File: config.mk
export PLATFORM = sky130hd
export DESIGN_NAME = tld_queue
export DESIGN_NICKNAME = d
export VERILOG_FILES = /design/src/rtl/trajectory_lockstep_distance_unit_macros.svh /design/src/rtl/tld_pkg.sv /design/src/rtl/tld_queue.sv
export SDC_FILE = /design/constraint.sdc
export NUM_CORES = 1
export LEC_CHECK = 0
export ABC_AREA = 0
export BUFFER_PORTS_ARGS = -buffer_cell sky130_fd_sc_hd__buf_2
export CAP_MARGIN = 30
export CORE_ASPECT_RATIO = 1.25
export CORE_MARGIN = 4
export CORE_UTILIZATION = 40
export CTS_BUF_LIST = sky130_fd_sc_hd__clkbuf_16
export CTS_CLUSTER_SIZE = 12
export DETAILED_ROUTE_END_ITERATION = 6
export GPL_TIMING_DRIVEN = 0
export HOLD_SLACK_MARGIN = 0.15
export PLACE_DENSITY = 0.65
export SLEW_MARGIN = 30
export SYNTH_ARGS = -nofsm -noshare
export SYNTH_HDL_FRONTEND = slang
export SYNTH_SLANG_ARGS = --single-unit
File: constraint.sdc
create_clock -name clock -period 6.1 [get_ports clock]
set_input_delay 0.61 -clock clock [delete_from_list [all_inputs] [get_ports clock]]
set_output_delay 0.61 -clock clock [all_outputs]
set_load 0.01 [all_outputs]
File: src/rtl/trajectory_lockstep_distance_unit_macros.svh
// ----------------------------------------------------------------------------
// Trajectory lockstep distance unit: assertion macros
// Concurrent checks sampled on the rising edge of clock, off during reset.
// ----------------------------------------------------------------------------
`ifndef TRAJECTORY_LOCKSTEP_DISTANCE_UNIT_MACROS_SVH
`define TRAJECTORY_LOCKSTEP_DISTANCE_UNIT_MACROS_SVH

// Check that expr holds in the same cycle as cond
`define TLD_ASSERT_HOLDS(label, cond, expr, msg) \
   label: assert property (@(posedge clock) disable iff (reset) (cond) |-> (expr)) \
      else $error(msg);

// Check that expr holds in the cycle after cond
`define TLD_ASSERT_NEXT(label, cond, expr, msg) \
   label: assert property (@(posedge clock) disable iff (reset) (cond) |=> (expr)) \
      else $error(msg);

`endif

File: src/rtl/tld_pkg.sv
// ----------------------------------------------------------------------------
// Trajectory lockstep distance package
// Shared fixed-point constants, queue entry layout and back-end state codes.
// ----------------------------------------------------------------------------
package tld_pkg;

   // Angle constants, Q3.13
   localparam logic signed [15:0] PI_Q      = 16'sd25736;
   localparam logic signed [15:0] BAND_Q    = 16'sd21053;
   localparam logic signed [16:0] TWO_PI_Q  = 17'sd51472;

   // Saturation limits
   localparam logic [62:0] MAX63       = 63'h7FFF_FFFF_FFFF_FFFF;
   localparam logic [62:0] POS_WEIGHT  = 63'd100;
   localparam logic [62:0] POS_LIMIT   = MAX63 / POS_WEIGHT;
   localparam logic [62:0] ANGLE_LIMIT = MAX63 >> 6;
   localparam logic [34:0] SQ_LIMIT    = 35'd3037000499;

   // Decoupling queue between front and back end
   localparam int QUEUE_DEPTH = 2;
   localparam int QPTR_W      = $clog2(QUEUE_DEPTH);
   localparam int QCNT_W      = $clog2(QUEUE_DEPTH + 1);

   // One classified pair, as handed from front to back end
   typedef struct packed {
      logic signed [33:0] dx;    // A x minus aligned B x
      logic signed [32:0] dy;
      logic signed [32:0] dz;
      logic signed [16:0] da;    // raw angle difference
      logic signed [16:0] td;    // revolution count difference
      logic               last;
   } queue_entry_type;

   // Terms squared in turn by the back end
   typedef enum logic [1:0] {
      TERM_X,
      TERM_Y,
      TERM_Z,
      TERM_ANGLE
   } term_type;

   typedef enum logic [2:0] {
      BACK_IDLE,
      BACK_SQUARE,
      BACK_SUM,
      BACK_SCALE,
      BACK_ACCUM,
      BACK_EMIT
   } back_state_type;

endpackage

File: src/rtl/tld_queue.sv
// ----------------------------------------------------------------------------
// Trajectory lockstep distance queue
// Short first-in first-out buffer of classified pairs between the two ends.
// ----------------------------------------------------------------------------
module tld_queue import tld_pkg::*; (
   input  logic             clock,
   input  logic             reset,
   input  logic             push,
   input  queue_entry_type  push_data,
   output logic             full,
   input  logic             pop,
   output queue_entry_type  head,
   output logic             empty
);

   queue_entry_type    store_ff [QUEUE_DEPTH];
   logic [QPTR_W-1:0]  wr_ptr_ff, wr_ptr_in;
   logic [QPTR_W-1:0]  rd_ptr_ff, rd_ptr_in;
   logic [QCNT_W-1:0]  count_ff, count_in;
   logic               do_push, do_pop;

   assign full    = (count_ff == QCNT_W'(QUEUE_DEPTH));
   assign empty   = (count_ff == '0);
   assign head    = store_ff[rd_ptr_ff];
   assign do_push = push & ~full;
   assign do_pop  = pop & ~empty;

   // Advance pointers and occupancy
   always_comb begin
      wr_ptr_in = do_push ? QPTR_W'(wr_ptr_ff + 1'b1) : wr_ptr_ff;
      rd_ptr_in = do_pop  ? QPTR_W'(rd_ptr_ff + 1'b1) : rd_ptr_ff;
      count_in  = count_ff;
      if (do_push && !do_pop) begin
         count_in = QCNT_W'(count_ff + 1'b1);
      end else if (do_pop && !do_push) begin
         count_in = QCNT_W'(count_ff - 1'b1);
      end
   end

   always_ff @(posedge clock) begin
      if (reset) begin
         wr_ptr_ff <= '0;
         rd_ptr_ff <= '0;
         count_ff  <= '0;
      end else begin
         wr_ptr_ff <= wr_ptr_in;
         rd_ptr_ff <= rd_ptr_in;
         count_ff  <= count_in;
      end
   end

   // Hold entries until read
   always_ff @(posedge clock) begin
      if (do_push) begin
         store_ff[wr_ptr_ff] <= push_data;
      end
   end

endmodule

==> impl_metrics.json <==
{
  "rows": 64,
  "leakagePower_nw": 4.94,
  "crit_path_max_incr_delay_ns": 0.32,
  "cp.buffers_inverters": 4,
  "ys_seq_area_share_pct": 80.8,
  "start_util_pct": 41.0,
  "place_inst": 1053,
  "status": "complete, no violations",
  "fin_nets": 893,
  "maxCapViolations": 0,
  "synth_nets": 585,
  "ctsResizeCount": 0,
  "grt_setup_unrepaired": "no",
  "yosys_warnings": 0,
  "synth-seq-cells": 275,
  "grt_max_degree": 69,
  "crit_path_max_fanout": 10,
  "critical_path.most_common_cell": "buf_6",
  "clk_latency_ns": 0.52,
  "synthCells": 445,
  "die_h_um": 186,
  "ant_nets": 0,
  "drt_wl_total_um": 20000,
  "fin_hold_ws_ns": 0.274,
  "fin_worst_skew_ns": 0.00840,
  "power_density_nw_per_um2": 418,
  "cp_top_family": "buffers and inverters",
  "relSlewSlack_pct": 58.7,
  "finalSetupViolCount": 0,
  "drive_above_1_share_pct": 60.5,
  "tritoncts": "yes",
  "min_period_over_period_pct": 40.4,
  "cts.clk_slew.worst_paths_ns": 0.06,
  "syn_to_final_growth_pct": 26.9,
  "core_area_sq_um": 24700,
  "instances_no_fill": 1100,
  "cp_cell_sequence": "buf_6 > buf_6 > buf_6 > mux2_4 > buf_2",
  "slowest_stage": "dfxtp_1",
  "startpoint_type": "flip-flop",
  "avgSynthCellArea_sq_um": 22.8,
  "cp.arrival_ns": 1.86,
  "final_cell_area_sq_um": 12900,
  "pin_count": 276,
  "wire_per_inst_um": 18.2,
  "place_congestion": 0.723,
  "drt_first_pass_iters": 6,
  "hold_viol": 0,
  "setup_tns_ns": 0,
  "dieWidth_um": 150,
  "dpl_cell_area_sq_um": 12000,
  "fmax_mhz": 405,
  "vias_per_cell": 4.68,
  "tightest_slew_ns": 0.620,
  "clock_sinks": 275,
  "finalCriticalPeriod_ns": 2.47,
  "clk_path_buf_depth": 3,
  "critPathRequiredTime_ns": 5.49,
  "syn_area_sq_um": 10200,
  "hpwl_um": 14200,
  "vias": 5146,
  "cts-root-buf": "clkbuf_16",
  "cts_buffers": 28,
  "gr-usage-all-layers_pct": 13.6,
  "drc_errors": 0,
  "drv_slew": 0,
  "post_cts_buffers": 0,
  "power_mw": 5.38,
  "ctsHoldBuffers": 0,
  "irDropWorstVdd_mv": 0.299,
  "crit_type": "flip-flop to primary output",
  "grt_pass1_vias": 5684,
  "die_area_sq_um": 28000,
  "synth_cell_types": 15,
  "antenna_found_initial": 3,
  "htree_levels": 1,
  "grt_pass1_wl_um": 29900,
  "hold_path.class": "primary input to flip-flop",
  "endpoint_kind": "primary output",
  "io_buffers": 275,
  "drt_iter0_markers": 183,
  "grt_overflow_total": 0
}
power breakdown:
part	internal (mW)	switching (mW)
sequential	2.37	0.0593
clock	0.929	0.634
combinational	0.672	0.717
total	3.97	1.41
per-layer routing:
| metal | wire [um] | track usage [%] |
|---|---|---|
| met4 | 413 | 3.81 |
| met3 | 1950 | 4.82 |
| met5 | 13 | 0 |
| met2 | 10700 | 25.0 |
| met1 | 6960 | 14.7 |
registers in the layout (all words and copies together) (netlist names), named ones only:
name / count
rd_ptr_ff: 1
count_ff: 2
store_ff: 270
wr_ptr_ff: 1
cells in the mapped netlist:
master | instances | area [sq um]
edfxtp_1 | 270 | 8110
mux2_2 | 85 | 957
mux2_4 | 50 | 751
buf_2 | 8 | 40.0
buf_6 | 7 | 78.8
dfxtp_1 | 5 | 100
nor2_1 | 5 | 18.8
o21ai_0 | 3 | 15.0
xor2_1 | 3 | 26.3
a21oi_1 | 2 | 10.0
inv_1 | 2 | 7.51
or3_1 | 2 | 12.5
and2_1 | 1 | 6.26
ha_1 | 1 | 12.5
nor2b_2 | 1 | 8.76
cell type report:
type	instances	area, sq um
fill	1983	11900
sequential	275	8210
multi-input combinational	153	1820
timing repair buffer	278	1460
clock buffer	29	726
tap	330	413
clock inverter	16	120
buffer	15	119
inverter	2	15.0
antenna	2	5.00
worst paths after layout:
path	from	depth (start not counted)	end	slack [ns]
min reg2reg	wr_ptr_ff$_SDFFE_PP0P_	2	wr_ptr_ff$_SDFFE_PP0P_	0.50
max reg2reg	count_ff[0]$_SDFFE_PP0P_	4	store_ff[0][79]$_DFFE_PP_	3.96
max	flip-flop	5	head[107]	3.63
min	push_data[84]	1	store_ff[0][84]$_DFFE_PP_	0.27
metrics by stage:
stage / utilization, % / setup WS, ns
floorplan: - / 1.69
global placement: 48.3 / 0.155
detailed placement: 48.6 / 3.68
CTS: 52.1 / 3.56
global route: 52.1 / 3.54
finish: 52.1 / 3.63
cells in the final DEF (no fill, tap or decap):
cell and count:
xor2_1 3, buf_6 7, o21ai_0 3, clkinv_2 2, nor2b_2 1, buf_2 283
inv_8 1, diode_2 2, clkinv_4 1, nor2_1 5, buf_16 3, bufinv_16 2
a21oi_1 2, and2_4 1, mux2_2 85, mux2_4 50, clkbuf_16 29, dfxtp_1 5
inv_1 11, edfxtp_1 270, clkinv_1 1, or3_1 2, ha_1 1
kinds of logic (layout without fill, tap and decap cells):
family          count (synthesis)  after routing  share of synthesized area [%]
xor+xnor                        3              3                          0.259
simple gates                    9              9                          0.456
other cells                     0              2                              0
buf+inv                        17            340                           1.24
compound gates                  5              5                          0.246
flops                         275            275                           80.8
mux                           135            135                           16.8
fa+ha+maj                       1              1                          0.123
Power figures use the tool's default switching activity.
