==> config.mk <==
export PLATFORM = sky130hd
export DESIGN_NAME = tld_front
export DESIGN_NICKNAME = d
export VERILOG_FILES = /design/src/rtl/trajectory_lockstep_distance_unit_macros.svh /design/src/rtl/tld_pkg.sv /design/src/rtl/tld_front.sv
export SDC_FILE = /design/constraint.sdc
export NUM_CORES = 1
export LEC_CHECK = 0
export BUFFER_PORTS_ARGS = -buffer_cell sky130_fd_sc_hd__buf_2
export CORE_ASPECT_RATIO = 1.25
export CORE_MARGIN = 1
export CORE_UTILIZATION = 51
export DETAILED_ROUTE_END_ITERATION = 10
export PLACE_DENSITY = 0.88
export SYNTH_ARGS = -nofsm -noshare
export SYNTH_HDL_FRONTEND = slang
export SYNTH_SLANG_ARGS = --single-unit
export TNS_END_PERCENT = 20
==> constraint.sdc <==
create_clock -name clock -period 11 [get_ports clock]
set_input_delay 2.2 -clock clock [delete_from_list [all_inputs] [get_ports clock]]
set_output_delay 2.2 -clock clock [all_outputs]
set_load 0.05 [all_outputs]
==> src/rtl/trajectory_lockstep_distance_unit_macros.svh <==
// ----------------------------------------------------------------------------
// Trajectory lockstep distance unit: assertion macros
// Concurrent checks sampled on the rising edge of clock, off during reset.
// ----------------------------------------------------------------------------
`ifndef TRAJECTORY_LOCKSTEP_DISTANCE_UNIT_MACROS_SVH
`define TRAJECTORY_LOCKSTEP_DISTANCE_UNIT_MACROS_SVH

// Check that expr holds in the same cycle as cond
`define TLD_ASSERT_HOLDS(label, cond, expr, msg) \
   label: assert property (@(posedge clock) disable iff (reset) (cond) |-> (expr)) \
      else $error(msg);

// Check that expr holds in the cycle after cond
`define TLD_ASSERT_NEXT(label, cond, expr, msg) \
   label: assert property (@(posedge clock) disable iff (reset) (cond) |=> (expr)) \
      else $error(msg);

`endif

==> src/rtl/tld_pkg.sv <==
// ----------------------------------------------------------------------------
// Trajectory lockstep distance package
// Shared fixed-point constants, queue entry layout and back-end state codes.
// ----------------------------------------------------------------------------
package tld_pkg;

   // Angle constants, Q3.13
   localparam logic signed [15:0] PI_Q      = 16'sd25736;
   localparam logic signed [15:0] BAND_Q    = 16'sd21053;
   localparam logic signed [16:0] TWO_PI_Q  = 17'sd51472;

   // Saturation limits
   localparam logic [62:0] MAX63       = 63'h7FFF_FFFF_FFFF_FFFF;
   localparam logic [62:0] POS_WEIGHT  = 63'd100;
   localparam logic [62:0] POS_LIMIT   = MAX63 / POS_WEIGHT;
   localparam logic [62:0] ANGLE_LIMIT = MAX63 >> 6;
   localparam logic [34:0] SQ_LIMIT    = 35'd3037000499;

   // Decoupling queue between front and back end
   localparam int QUEUE_DEPTH = 2;
   localparam int QPTR_W      = $clog2(QUEUE_DEPTH);
   localparam int QCNT_W      = $clog2(QUEUE_DEPTH + 1);

   // One classified pair, as handed from front to back end
   typedef struct packed {
      logic signed [33:0] dx;    // A x minus aligned B x
      logic signed [32:0] dy;
      logic signed [32:0] dz;
      logic signed [16:0] da;    // raw angle difference
      logic signed [16:0] td;    // revolution count difference
      logic               last;
   } queue_entry_type;

   // Terms squared in turn by the back end
   typedef enum logic [1:0] {
      TERM_X,
      TERM_Y,
      TERM_Z,
      TERM_ANGLE
   } term_type;

   typedef enum logic [2:0] {
      BACK_IDLE,
      BACK_SQUARE,
      BACK_SUM,
      BACK_SCALE,
      BACK_ACCUM,
      BACK_EMIT
   } back_state_type;

endpackage

==> src/rtl/tld_front.sv <==
// ----------------------------------------------------------------------------
// Trajectory lockstep distance front end
// Aligns B's x to A's start, unwraps both angles and forms the differences.
// ----------------------------------------------------------------------------
module tld_front import tld_pkg::*; (
   input  logic                  clock,
   input  logic                  reset,
   input  logic                  accept,
   input  logic signed [31:0]    a_pos_x,
   input  logic signed [31:0]    a_pos_y,
   input  logic signed [31:0]    a_pos_z,
   input  logic signed [15:0]    a_angle,
   input  logic signed [31:0]    b_pos_x,
   input  logic signed [31:0]    b_pos_y,
   input  logic signed [31:0]    b_pos_z,
   input  logic signed [15:0]    b_angle,
   input  logic                  last_pair,
   output queue_entry_type       entry
);

   localparam logic signed [15:0] TURN_MAX = 16'sh7FFF;
   localparam logic signed [15:0] TURN_MIN = 16'sh8000;

   logic                first_seen_ff, first_seen_in;
   logic signed [31:0]  start_x_a_ff, start_x_a_in;
   logic signed [31:0]  start_x_b_ff, start_x_b_in;
   logic signed [15:0]  prev_a_ff, prev_a_in;
   logic signed [15:0]  prev_b_ff, prev_b_in;
   logic signed [15:0]  turns_a_ff, turns_a_in;
   logic signed [15:0]  turns_b_ff, turns_b_in;

   logic signed [31:0]  st_a, st_b;
   logic signed [32:0]  diff_x;
   logic signed [31:0]  half_x;
   logic signed [32:0]  bx_aligned;
   logic signed [15:0]  turns_a_next, turns_b_next;

   function automatic logic in_high(input logic signed [15:0] v);
      return (v > BAND_Q) && (v < PI_Q);
   endfunction

   function automatic logic in_low(input logic signed [15:0] v);
      return (v > -PI_Q) && (v < -BAND_Q);
   endfunction

   function automatic logic signed [15:0] step_turns(
      input logic signed [15:0] turns,
      input logic signed [15:0] prev,
      input logic signed [15:0] cur
   );
      logic signed [15:0] res;
      res = turns;
      if (in_high(prev) && in_low(cur)) begin
         if (turns != TURN_MAX) res = turns + 16'sd1;
      end else if (in_high(cur) && in_low(prev)) begin
         if (turns != TURN_MIN) res = turns - 16'sd1;
      end
      return res;
   endfunction

   // Classify the pair: align x, difference positions, unwrap angles
   always_comb begin
      st_a         = first_seen_ff ? start_x_a_ff : a_pos_x;
      st_b         = first_seen_ff ? start_x_b_ff : b_pos_x;
      diff_x       = 33'(b_pos_x) - 33'(st_b);
      half_x       = diff_x[32:1];
      bx_aligned   = 33'(st_a) + 33'(half_x);
      turns_a_next = step_turns(turns_a_ff, prev_a_ff, a_angle);
      turns_b_next = step_turns(turns_b_ff, prev_b_ff, b_angle);

      entry.dx   = 34'(a_pos_x) - 34'(bx_aligned);
      entry.dy   = 33'(a_pos_y) - 33'(b_pos_y);
      entry.dz   = 33'(a_pos_z) - 33'(b_pos_z);
      entry.da   = 17'(a_angle) - 17'(b_angle);
      entry.td   = 17'(turns_a_next) - 17'(turns_b_next);
      entry.last = last_pair;
   end

   // Advance the tracking state on each transfer, drop it after a last pair
   always_comb begin
      first_seen_in = first_seen_ff;
      start_x_a_in  = start_x_a_ff;
      start_x_b_in  = start_x_b_ff;
      prev_a_in     = prev_a_ff;
      prev_b_in     = prev_b_ff;
      turns_a_in    = turns_a_ff;
      turns_b_in    = turns_b_ff;
      if (accept) begin
         if (last_pair) begin
            first_seen_in = 1'b0;
            start_x_a_in  = '0;
            start_x_b_in  = '0;
            prev_a_in     = '0;
            prev_b_in     = '0;
            turns_a_in    = '0;
            turns_b_in    = '0;
         end else begin
            first_seen_in = 1'b1;
            start_x_a_in  = st_a;
            start_x_b_in  = st_b;
            prev_a_in     = a_angle;
            prev_b_in     = b_angle;
            turns_a_in    = turns_a_next;
            turns_b_in    = turns_b_next;
         end
      end
   end

   always_ff @(posedge clock) begin
      if (reset) begin
         first_seen_ff <= 1'b0;
         start_x_a_ff  <= '0;
         start_x_b_ff  <= '0;
         prev_a_ff     <= '0;
         prev_b_ff     <= '0;
         turns_a_ff    <= '0;
         turns_b_ff    <= '0;
      end else begin
         first_seen_ff <= first_seen_in;
         start_x_a_ff  <= start_x_a_in;
         start_x_b_ff  <= start_x_b_in;
         prev_a_ff     <= prev_a_in;
         prev_b_ff     <= prev_b_in;
         turns_a_ff    <= turns_a_in;
         turns_b_ff    <= turns_b_in;
      end
   end

endmodule

==> impl_metrics.csv <==
group,metric,value,unit
die,io-pin-count,363,
route,via_count_of_the_routed_design,17100,
synthesis,avgSynthCellArea,7.71,um^2
route,detail_route.vias_per_cell,6.04,
die,floorplan.core_area,0.0310,mm^2
layout,area_growth,16.5,%
sta,finalHoldViolCount,0,
synthesis,register_area_share_after_synthesis,16.0,%
clock_network,cts.sink_count,129,
outcome,run_status,"complete, no violations",
power,power.density,176,mW/mm^2
route,post_drt_wl_per_cell,16.7,um
placement,dpl-instance-area,0.0182,mm^2
clock_network,clock_latency,0.44,ns
placement,detailedPlacementHpwl,36700,um
grt,number_of_global_route_vias_before_repair,17000,
setup_path,path_max_fanout,5,
layout,final_cell_area,0.0188,mm^2
die,chipWidth,161,um
synthesis,synth_top_flop_cell,"dfxtp_1",
sta,worst_clock_skew,0.0138,ns
clock_network,cts_post_setup_buffers_inserted,0,
setup_path,max_stage_delay,0.50,ns
route,total_iterations_of_the_first_detailed_routing_run,6,
synthesis,synthesis.instances,2086,
grt,grt.total_usage,28.8,%
synthesis,synth_area_leader_cell,"dfxtp_1",
setup_path,critical_path_buf_inv_count,2,
layout,finalNetCount,2830,
sta,timing.final.crit_period,10.49,ns
grt,grt_first_pass_wirelength,78000,um
sta,setup-tns-final,0,ns
clock_network,cts-htree-levels,4,
layout,fin_util,60.5,%
setup_path,crit_slowest_cell,"a41oi_1",
setup_path,endpoint_kind,"output pin",
sta,setup_violations,0,
synthesis,synth.ff_latch_count,129,
sta,worst_slew_margin_rel,30.4,%
synthesis,edff_count_synth,0,
sta,fmax,95.3,MHz
sta,timing.final.max_slew_violations,0,
grt,overflow,0,
die,die-area,0.0323,mm^2
placement,port-buffer-count,362,
clock_network,cts_buffer_depth,2,
route,totalWireLength,47200,um
worst_hold_path,min-delay-path-class,"register to register",
synthesis,post-synth-top-area-fraction,16.0,%
job,maxCapViolCount,0,
clock_network,cts_made_buffers,17,
power,vdd.ir_drop.worst,378,uV
sta,rsz_0062_raised_after_global_routing,"no",
clock_network,tritoncts,"done",
route,route.detailed.drc,0,
clock_network,root_buffer,"clkbuf_16",
die,placement_rows,72,
synthesis,mappedNetlistNets,2517,
die,die-height,201,um
clock_network,ctsHoldBuffers,0,
setup_path,timing.setup.critical_path_class,"primary input to output pin",
grt,grt_max_degree,96,
placement,finalWeightedCongestion,0.969,
clock_network,post_cts.resized_instances,0,
synthesis,yosysUniqueCellTypes,88,
sta,tightest_slew,1.04,ns
clock_network,cts.reportedPaths.clkPinSlew,0.05,ns
synthesis,synthesis.area,0.0161,mm^2
layout,drive_above_1_share,18.4,%
setup_path,required,8.80,ns
setup_path,worst_setup_start_kind,"primary input",
power,power.static_leakage,8.45,nW
synthesis,cell_types_with_the_largest_area_share_after_synthesis,"dfxtp_1 16%, ha_1 13%, xnor2_1 6.2%",
grt,antenna_found_initial,10,
synthesis,async_reset_ff_share,0,%
synthesis,ys_warn_count,0,
route,drtAntennaViolNets,0,
setup_path,timing.critical_path.arrival,8.29,ns
die,floorplan.initialDensity,51.9,%
sta,final.period_utilization,95.4,%
route,number_of_violations_reported_at_the_end_of_detailed_routing_iteration_0,1159,
setup_path,timing.critical_path.max_delay_family,"compound AO/OA/AOI/OAI gates",
metrics by stage:
step                      hold WS [ns]  setup WS, ns  total power, mW  instances
final                            0.491         0.510             3.29       2824
after global routing             0.517        0.0562             3.45       2822
after CTS                        0.491         0.561             3.28       2819
after detailed placement         0.480         0.626             2.70       2787
after global placement           0.466         0.852             2.66       2787
after floorplan                  0.454          1.24             2.20       2086
metal layers:
layer	wire length, um	share of wire [%]	up-vias	track usage, %
met4	1680	3.6	10	14.0
met1	18300	39	8068	31.6
met2	24100	51	640	52.0
li1	-	-	8181	-
met3	3080	6.5	167	6.18
met5	53	0.11	-	0
final timing paths:
kind | start | endpoint | slack, ns | cells after the start
worst min register to register | prev_b_ff[3] | prev_b_ff[3] | 0.49 | 2
worst max-delay path | b_pos_x[0] | entry[132] | 0.51 | 26
worst min-delay path | prev_b_ff[3] | prev_b_ff[3] | 0.49 | 2
worst max register to register | turns_a_ff[2] | turns_a_ff[7] | 7.54 | 10
layout make-up:
type,count,area (um^2)
clock inverters,9,78.8
repair buffers,370,1870
clock buffers,23,499
fillers,2724,12200
flip-flops and latches,129,2590
diodes,5,12.5
inverters,163,613
well taps,407,509
multi-input cells,1718,12600
placed cells by master (no fill, tap or decap), types with 8 or more instances in the layout:
master / synthesis / layout
nor2b_1: 93 / 93
inv_1: 163 / 162
o41ai_1: 11 / 11
nand3_1: 39 / 39
a2bb2oi_1: 15 / 15
fa_1: 37 / 37
clkbuf_16: 0 / 18
nand2_1: 142 / 142
and4_1: 8 / 8
nor2_1: 157 / 157
o2bb2ai_1: 63 / 63
a22oi_1: 9 / 9
a211oi_1: 13 / 13
dfxtp_1: 129 / 128
ha_1: 166 / 166
xor2_1: 39 / 39
buf_2: 4 / 361
or2_2: 12 / 12
nand2b_1: 22 / 21
mux2i_1: 60 / 60
and3_1: 12 / 12
o21bai_1: 21 / 21
o21a_1: 34 / 34
nand4_1: 30 / 30
buf_4: 4 / 9
a21boi_0: 11 / 11
a31oi_1: 18 / 18
o21ai_0: 96 / 96
o31ai_1: 16 / 16
a21o_1: 59 / 59
xnor2_1: 114 / 114
a21oi_1: 168 / 168
o211ai_1: 21 / 21
nor4b_1: 9 / 8
nor3_1: 44 / 44
and2_1: 13 / 13
or3_1: 46 / 46
state kept, by name (all words and copies together), names as in the netlist:
| name | count |
|---|---|
| turns_a_ff | 16 |
| start_x_a_ff | 32 |
| prev_b_ff | 16 |
| turns_b_ff | 16 |
| start_x_b_ff | 32 |
| prev_a_ff | 16 |
| first_seen_ff | 1 |
logic make-up (layout without fill, tap and decap cells):
logic type | count (synthesis) | after routing | synth area share (%)
AOI/OAI and AO/OA | 623 | 623 | 26.4
muxes | 63 | 63 | 3.97
xor gates and xnor gates | 153 | 153 | 8.33
DFF | 129 | 129 | 16.0
and+or+nand+nor | 676 | 676 | 22.0
buffers and inverters | 239 | 565 | 5.84
other | 0 | 5 | 0
adders and majority gates | 203 | 203 | 17.5
where the power goes:
group	total, mW	internal, mW	switching [mW]
clock	0.570	0.340	0.230
combinational	2.23	0.657	1.57
sequential	0.496	0.481	0.0147
worst reg2reg max path: stages, from the launching register on:
cell	delay, ns
dfxtp_1	0.40
or3_4	0.44
or4_4	0.45
or4b_4	0.54
or3_1	0.41
nand4_1	0.32
nor4_1	0.09
a41oi_1	0.33
nor2b_1	0.17
o21ai_0	0.08
a21oi_1	0.15
cells in the mapped netlist (15+ instances only):
| library cell | n |
|---|---|
| a21o_1 | 59 |
| a21oi_1 | 168 |
| a2bb2oi_1 | 15 |
| a31oi_1 | 18 |
| clkbuf_1 | 62 |
| dfxtp_1 | 129 |
| fa_1 | 37 |
| ha_1 | 166 |
| inv_1 | 163 |
| mux2i_1 | 60 |
| nand2_1 | 142 |
| nand2b_1 | 22 |
| nand3_1 | 39 |
| nand4_1 | 30 |
| nor2_1 | 157 |
| nor2b_1 | 93 |
| nor3_1 | 44 |
| o211ai_1 | 21 |
| o21a_1 | 34 |
| o21ai_0 | 96 |
| o21bai_1 | 21 |
| o2bb2ai_1 | 63 |
| o31ai_1 | 16 |
| or3_1 | 46 |
| xnor2_1 | 114 |
| xor2_1 | 39 |
Note: power is estimated with default switching activity, not from simulation.
