[config.mk]
export PLATFORM = sky130hd
export DESIGN_NAME = tld_back
export DESIGN_NICKNAME = d
export VERILOG_FILES = /design/src/rtl/trajectory_lockstep_distance_unit_macros.svh /design/src/rtl/tld_pkg.sv /design/src/rtl/tld_back.sv
export SDC_FILE = /design/constraint.sdc
export NUM_CORES = 2
export LEC_CHECK = 0
export BUFFER_PORTS_ARGS = -buffer_cell sky130_fd_sc_hd__buf_2
export CAP_MARGIN = 30
export CORE_MARGIN = 3
export CORE_UTILIZATION = 30
export CTS_BUF_LIST = sky130_fd_sc_hd__clkbuf_8 sky130_fd_sc_hd__clkbuf_16
export CTS_CLUSTER_DIAMETER = 200
export CTS_CLUSTER_SIZE = 24
export DETAILED_ROUTE_END_ITERATION = 8
export PLACE_DENSITY = 0.48
export REMOVE_ABC_BUFFERS = 1
export SYNTH_ARGS = -nofsm -noshare
export SYNTH_HDL_FRONTEND = slang
export SYNTH_SLANG_ARGS = --single-unit
export TNS_END_PERCENT = 50
[constraint.sdc]
create_clock -name clock -period 28.3 [get_ports clock]
set_clock_uncertainty 0.05 [all_clocks]
set_input_delay 7.075 -clock clock [delete_from_list [all_inputs] [get_ports clock]]
set_output_delay 7.075 -clock clock [all_outputs]
set_load 0.03 [all_outputs]
[src/rtl/trajectory_lockstep_distance_unit_macros.svh]
// ----------------------------------------------------------------------------
// Trajectory lockstep distance unit: assertion macros
// Concurrent checks sampled on the rising edge of clock, off during reset.
// ----------------------------------------------------------------------------
`ifndef TRAJECTORY_LOCKSTEP_DISTANCE_UNIT_MACROS_SVH
`define TRAJECTORY_LOCKSTEP_DISTANCE_UNIT_MACROS_SVH

// Check that expr holds in the same cycle as cond
`define TLD_ASSERT_HOLDS(label, cond, expr, msg) \
   label: assert property (@(posedge clock) disable iff (reset) (cond) |-> (expr)) \
      else $error(msg);

// Check that expr holds in the cycle after cond
`define TLD_ASSERT_NEXT(label, cond, expr, msg) \
   label: assert property (@(posedge clock) disable iff (reset) (cond) |=> (expr)) \
      else $error(msg);

`endif

[src/rtl/tld_pkg.sv]
// ----------------------------------------------------------------------------
// Trajectory lockstep distance package
// Shared fixed-point constants, queue entry layout and back-end state codes.
// ----------------------------------------------------------------------------
package tld_pkg;

   // Angle constants, Q3.13
   localparam logic signed [15:0] PI_Q      = 16'sd25736;
   localparam logic signed [15:0] BAND_Q    = 16'sd21053;
   localparam logic signed [16:0] TWO_PI_Q  = 17'sd51472;

   // Saturation limits
   localparam logic [62:0] MAX63       = 63'h7FFF_FFFF_FFFF_FFFF;
   localparam logic [62:0] POS_WEIGHT  = 63'd100;
   localparam logic [62:0] POS_LIMIT   = MAX63 / POS_WEIGHT;
   localparam logic [62:0] ANGLE_LIMIT = MAX63 >> 6;
   localparam logic [34:0] SQ_LIMIT    = 35'd3037000499;

   // Decoupling queue between front and back end
   localparam int QUEUE_DEPTH = 2;
   localparam int QPTR_W      = $clog2(QUEUE_DEPTH);
   localparam int QCNT_W      = $clog2(QUEUE_DEPTH + 1);

   // One classified pair, as handed from front to back end
   typedef struct packed {
      logic signed [33:0] dx;    // A x minus aligned B x
      logic signed [32:0] dy;
      logic signed [32:0] dz;
      logic signed [16:0] da;    // raw angle difference
      logic signed [16:0] td;    // revolution count difference
      logic               last;
   } queue_entry_type;

   // Terms squared in turn by the back end
   typedef enum logic [1:0] {
      TERM_X,
      TERM_Y,
      TERM_Z,
      TERM_ANGLE
   } term_type;

   typedef enum logic [2:0] {
      BACK_IDLE,
      BACK_SQUARE,
      BACK_SUM,
      BACK_SCALE,
      BACK_ACCUM,
      BACK_EMIT
   } back_state_type;

endpackage

[src/rtl/tld_back.sv]
// ----------------------------------------------------------------------------
// Trajectory lockstep distance back end
// Squares the four terms on one shared multiplier, scales, accumulates and
// posts the sums on a last pair.
// ----------------------------------------------------------------------------
module tld_back import tld_pkg::*; (
   input  logic             clock,
   input  logic             reset,
   input  logic             q_empty,
   input  queue_entry_type  q_head,
   output logic             q_pop,
   input  logic             rsp_pop,
   output logic             rsp_empty,
   output logic [62:0]      rsp_position_sum,
   output logic [62:0]      rsp_angle_sum,
   output logic [62:0]      rsp_total_distance
);

   back_state_type      state_ff, state_in;
   term_type            term_ff, term_in;
   logic [34:0]         mag_x_ff, mag_x_in;
   logic [34:0]         mag_y_ff, mag_y_in;
   logic [34:0]         mag_z_ff, mag_z_in;
   logic signed [34:0]  ang_raw_ff, ang_raw_in;
   logic                last_ff, last_in;
   logic [62:0]         sq_ff, sq_in;
   logic [62:0]         pos_sum_ff, pos_sum_in;
   logic [62:0]         ang_sq_ff, ang_sq_in;
   logic [62:0]         scaled_ff, scaled_in;
   logic [62:0]         pos_acc_ff, pos_acc_in;
   logic [62:0]         ang_acc_ff, ang_acc_in;
   logic                rsp_valid_ff, rsp_valid_in;
   logic [62:0]         out_pos_ff, out_pos_in;
   logic [62:0]         out_ang_ff, out_ang_in;
   logic [62:0]         out_total_ff, out_total_in;

   logic signed [33:0]  ang_turn;
   logic [34:0]         sq_mag;
   logic [31:0]         sq_op;
   logic [63:0]         sq_prod;
   logic [62:0]         aligned;
   logic                emit;

   function automatic logic [34:0] abs35(input logic signed [34:0] v);
      return v[34] ? 35'(-v) : 35'(v);
   endfunction

   function automatic logic [62:0] sat_add63(input logic [62:0] a, input logic [62:0] b);
      logic [63:0] s;
      s = {1'b0, a} + {1'b0, b};
      return s[63] ? MAX63 : s[62:0];
   endfunction

   assign rsp_empty          = ~rsp_valid_ff;
   assign rsp_position_sum   = out_pos_ff;
   assign rsp_angle_sum      = out_ang_ff;
   assign rsp_total_distance = out_total_ff;

   // Sequence the terms through the shared squaring multiplier
   always_comb begin
      state_in     = state_ff;
      term_in      = term_ff;
      mag_x_in     = mag_x_ff;
      mag_y_in     = mag_y_ff;
      mag_z_in     = mag_z_ff;
      ang_raw_in   = ang_raw_ff;
      last_in      = last_ff;
      sq_in        = sq_ff;
      pos_sum_in   = pos_sum_ff;
      ang_sq_in    = ang_sq_ff;
      scaled_in    = scaled_ff;
      pos_acc_in   = pos_acc_ff;
      ang_acc_in   = ang_acc_ff;
      out_pos_in   = out_pos_ff;
      out_ang_in   = out_ang_ff;
      out_total_in = out_total_ff;
      q_pop        = 1'b0;
      emit         = 1'b0;

      ang_turn = 34'(q_head.td) * 34'(TWO_PI_Q);

      case (term_ff)
         TERM_X:  sq_mag = mag_x_ff;
         TERM_Y:  sq_mag = mag_y_ff;
         TERM_Z:  sq_mag = mag_z_ff;
         default: sq_mag = abs35(ang_raw_ff);
      endcase
      sq_op   = sq_mag[31:0];
      sq_prod = 64'(sq_op) * 64'(sq_op);

      // Align the angle sum to the position scale
      aligned = (ang_acc_ff > ANGLE_LIMIT) ? MAX63 : {ang_acc_ff[56:0], 6'b0};

      case (state_ff)
         BACK_IDLE: begin
            if (!q_empty) begin
               q_pop      = 1'b1;
               mag_x_in   = abs35(35'(q_head.dx));
               mag_y_in   = abs35(35'(q_head.dy));
               mag_z_in   = abs35(35'(q_head.dz));
               ang_raw_in = 35'(ang_turn) + 35'(q_head.da);
               last_in    = q_head.last;
               term_in    = TERM_X;
               pos_sum_in = '0;
               state_in   = BACK_SQUARE;
            end
         end
         BACK_SQUARE: begin
            sq_in    = (sq_mag > SQ_LIMIT) ? MAX63 : sq_prod[62:0];
            state_in = BACK_SUM;
         end
         BACK_SUM: begin
            if (term_ff == TERM_ANGLE) begin
               ang_sq_in = sq_ff;
               state_in  = BACK_SCALE;
            end else begin
               pos_sum_in = sat_add63(pos_sum_ff, sq_ff);
               term_in    = term_type'(term_ff + 1'b1);
               state_in   = BACK_SQUARE;
            end
         end
         BACK_SCALE: begin
            scaled_in = (pos_sum_ff > POS_LIMIT) ? MAX63 : 63'(pos_sum_ff * POS_WEIGHT);
            state_in  = BACK_ACCUM;
         end
         BACK_ACCUM: begin
            pos_acc_in = sat_add63(pos_acc_ff, scaled_ff);
            ang_acc_in = sat_add63(ang_acc_ff, ang_sq_ff);
            state_in   = last_ff ? BACK_EMIT : BACK_IDLE;
         end
         BACK_EMIT: begin
            // Hold until the result slot is free, then post and clear
            if (!rsp_valid_ff) begin
               emit         = 1'b1;
               out_pos_in   = pos_acc_ff;
               out_ang_in   = ang_acc_ff;
               out_total_in = sat_add63(pos_acc_ff, aligned);
               pos_acc_in   = '0;
               ang_acc_in   = '0;
               state_in     = BACK_IDLE;
            end
         end
         default: begin
            state_in = BACK_IDLE;
         end
      endcase

      rsp_valid_in = (rsp_valid_ff & ~rsp_pop) | emit;
   end

   always_ff @(posedge clock) begin
      if (reset) begin
         state_ff     <= BACK_IDLE;
         term_ff      <= TERM_X;
         pos_acc_ff   <= '0;
         ang_acc_ff   <= '0;
         rsp_valid_ff <= 1'b0;
      end else begin
         state_ff     <= state_in;
         term_ff      <= term_in;
         pos_acc_ff   <= pos_acc_in;
         ang_acc_ff   <= ang_acc_in;
         rsp_valid_ff <= rsp_valid_in;
      end
   end

   // Datapath registers
   always_ff @(posedge clock) begin
      mag_x_ff     <= mag_x_in;
      mag_y_ff     <= mag_y_in;
      mag_z_ff     <= mag_z_in;
      ang_raw_ff   <= ang_raw_in;
      last_ff      <= last_in;
      sq_ff        <= sq_in;
      pos_sum_ff   <= pos_sum_in;
      ang_sq_ff    <= ang_sq_in;
      scaled_ff    <= scaled_in;
      out_pos_ff   <= out_pos_in;
      out_ang_ff   <= out_ang_in;
      out_total_ff <= out_total_in;
   end

endmodule

==> key figures <==
Logic synthesis
  • Simple-gate share of the synthesized area: 11.4%
  • Synth top area cells: fa_1, edfxtp_1, ha_1, inv_1, a21oi_1
  • Syn_area_per_cell: 9.36 µm²
  • Post-Syn Area: 81700 µm²
  • Mux cell area share after synthesis: 0.187%
  • Main combinational cell family by area after synthesis: adder cells
  • Synthesis-stage register bit count: 713
  • Synth Warn #: 0
  • Synth cell count leaders: inv_1, fa_1, ha_1
  • Area share of the largest cell type after synthesis: 22.0%
  • Post-synth EDFFs: 581
  • Post-synthesis sequential area ratio: 24.6%
  • Post-Synth Adder-Cell Area: 35.2%
  • Post-synthesis compound-gate area fraction: 14.5%
  • Async SR Flop Fraction: 0%
  • Post-Synth XOR/XNOR Area: 5.61%
  • Most frequent cell after synthesis: inv_1
  • Cell count after synthesis: 8726
  • Synth cell types: 96
  • Post-synth top flop: edfxtp_1
  • Yosys top cell by area: fa_1

Detailed routing
  • Final wirelength: 243 mm
  • # DRC: 0
  • WL/cell: 19.5 µm
  • Pre-Repair DR Iteration Count: 6
  • Starting DRT DRC Count: 4269
  • Antenna-violating nets left: 0
  • Via density per instance: 4.92
  • DR vias: 61.4k

Flow run
  • MaxCap Viol Count: 0

Clocking
  • CTS clock-pin slew for the worst setup and hold paths: 0.09 ns
  • Post_cts resized: 0
  • Root buffer cell: clkbuf_16
  • CTS sink count: 713
  • Hold_buf cts: 0
  • Setup bufs post-CTS: 0
  • Total CTS buffers: 38
  • Clock Path Buffers: 3
  • TritonCTS clock tree: done
  • Worst-Skew Late Latency: 0.70 ns
  • H-tree Lvls: 2

Timing
  • Worst setup margin: 12.66 ns
  • Setup_tns: 0 ns
  • Actual slew at the worst max-slew pin: 1.03 ns
  • Final worst-path cycle share: 55.3%
  • RSZ-0062 raised after global routing: no
  • FMAX: 63.9 MHz
  • Slew headroom: 31.0%
  • Hold Vio Cnt, Final: 0
  • Hold WS: 0.411 ns
  • Min Tclk post-route: 15.64 ns
  • Final Slew Violations: 0
  • Setup violators final: 0

Critical path
  • CP endpoint kind: output pin
  • CP Launch Type: input pin
  • Largest stage delay, worst path: 0.62 ns
  • R2r setup slk: 16.39 ns
  • Data required time of the critical path: 21.17 ns
  • Most used cell along the critical path: buf_2
  • CP arrival: 8.52 ns
  • Critical path, cell by cell: buf_2, nor4_2, buf_4, buf_2
  • Cell family with most CP delay: buffers and inverters
  • Critical path class: input pin to output pin
  • Worst path slowest cell: buf_4
  • Buf/Inv on CP: 3
  • CP Max Fanout: 56

Global route
  • Grt ovf: 0
  • Vias in the first global route: 63.6k
  • Top Usage Layer GRT: met2
  • Global-route wire length before repair: 379 mm
  • Met1 usage: 23.5%
  • Initial antenna violation count: 4
  • Global-route total usage across every layer: 17.2%
  • Global-route met3 utilization: 1.62%
  • Largest net degree at the start of global routing: 78
  • Met2 usage: 29.3%

Floorplanning
  • Row cnt: 190
  • Die Span Y: 528 µm
  • Core ar.: 270000 µm²
  • Initial Util: 30.3%
  • IO Pins: 330
  • Die footprint: 279000 µm²
  • Die width: 528 µm

Min path
  • Worst hold path class: flop to flop

Outcome
  • Status: finished clean

Place
  • Pre-CTS setup slack: 12.62 ns
  • Placed cell areas: 87600 µm²
  • Detailed-placement wirelength estimate: 199 mm
  • PortBufs: 329
  • Placer Congestion: 0.910

Cells and area
  • Final net count: 10.8k
  • Finished Cell Area: 88800 µm²
  • Ratio of cells with drive above 1 in the final layout: 6.91%
  • Area grow syn2layout: 8.67%
[layout by cell type (no fill, tap or decap), types with 181 or more instances in the layout]
master,count
inv_1,1540
o21ai_0,350
xor2_1,181
a21o_1,221
fa_1,899
xnor2_1,342
ha_1,861
nand2_1,789
a21oi_1,602
edfxtp_1,581
buf_2,330
nor2_1,537
[stage by stage]
| stage | util, % | cells |
|---|---|---|
| after floorplan | - | 8423 |
| after global placement | 32.4 | 12400 |
| after detailed placement | 32.5 | 12400 |
| after CTS | 32.9 | 12500 |
| after global routing | 32.9 | 12500 |
| final | 32.9 | 12500 |
[layout make-up]
type                            instances  area, µm²
Fill cell                           28000     181000
Antenna cell                            3       7.51
Multi-Input combinational cell       6175      54800
Inverter                             1535       5770
Tap cell                             3552       4440
Timing Repair Buffer                  422       2480
Sequential cell                       713      20100
Clock buffer                           38        951
Clock inverter                         28        230
[worst reg2reg max path, delay by kind of cell (launching register included)]
kind            cells  cell delay (ns)
flops               1             0.40
simple gates        4             1.01
fa+ha+maj          10             4.87
mux                 1             0.22
xor+xnor            1             0.16
compound gates     10             2.74
buf+inv             9             2.31
[cell families (layout without fill, tap and decap cells)]
logic type	count (synthesis)	in the layout
DFF	713	713
adders and majority gates	1761	1761
buffers and inverters	1842	2023
and+or+nand+nor	2026	2026
muxes	15	15
xor gates and xnor gates	523	523
other	1	8
AOI/OAI and AO/OA	1845	1845
[flip-flops by register name, summed over array words and instances, names as in the netlist]
signal              flops
rsp_valid_ff            1
last_ff                 1
term_ff                 2
mag_x_ff               35
state_ff                3
ang_sq_ff              63
pos_sum_ff             63
rsp_angle_sum          63
scaled_ff              62
mag_y_ff               35
ang_acc_ff             63
rsp_position_sum       63
sq_ff                  63
mag_z_ff               35
pos_acc_ff             63
rsp_total_distance     63
ang_raw_ff             35
[layer usage]
layer,part of all wire [%],wire [µm]
met5,0.017,41
met2,47,114000
met1,46,113000
met4,2.7,6600
met3,4.2,10300
[path summary, 6_finish.rpt]
kind	startpoint	to	cells past startpoint
worst max-delay path	q_empty	q_pop	4
worst min-delay path	sq_ff[32]	ang_sq_ff[32]	0
worst max register to register	term_ff[1]	sq_ff[56]	35
worst min register to register	sq_ff[32]	ang_sq_ff[32]	0
Power is left out: the tool's default activity adds up to more than one toggle a clock period on the data nets, which glitch-free logic cannot reach.
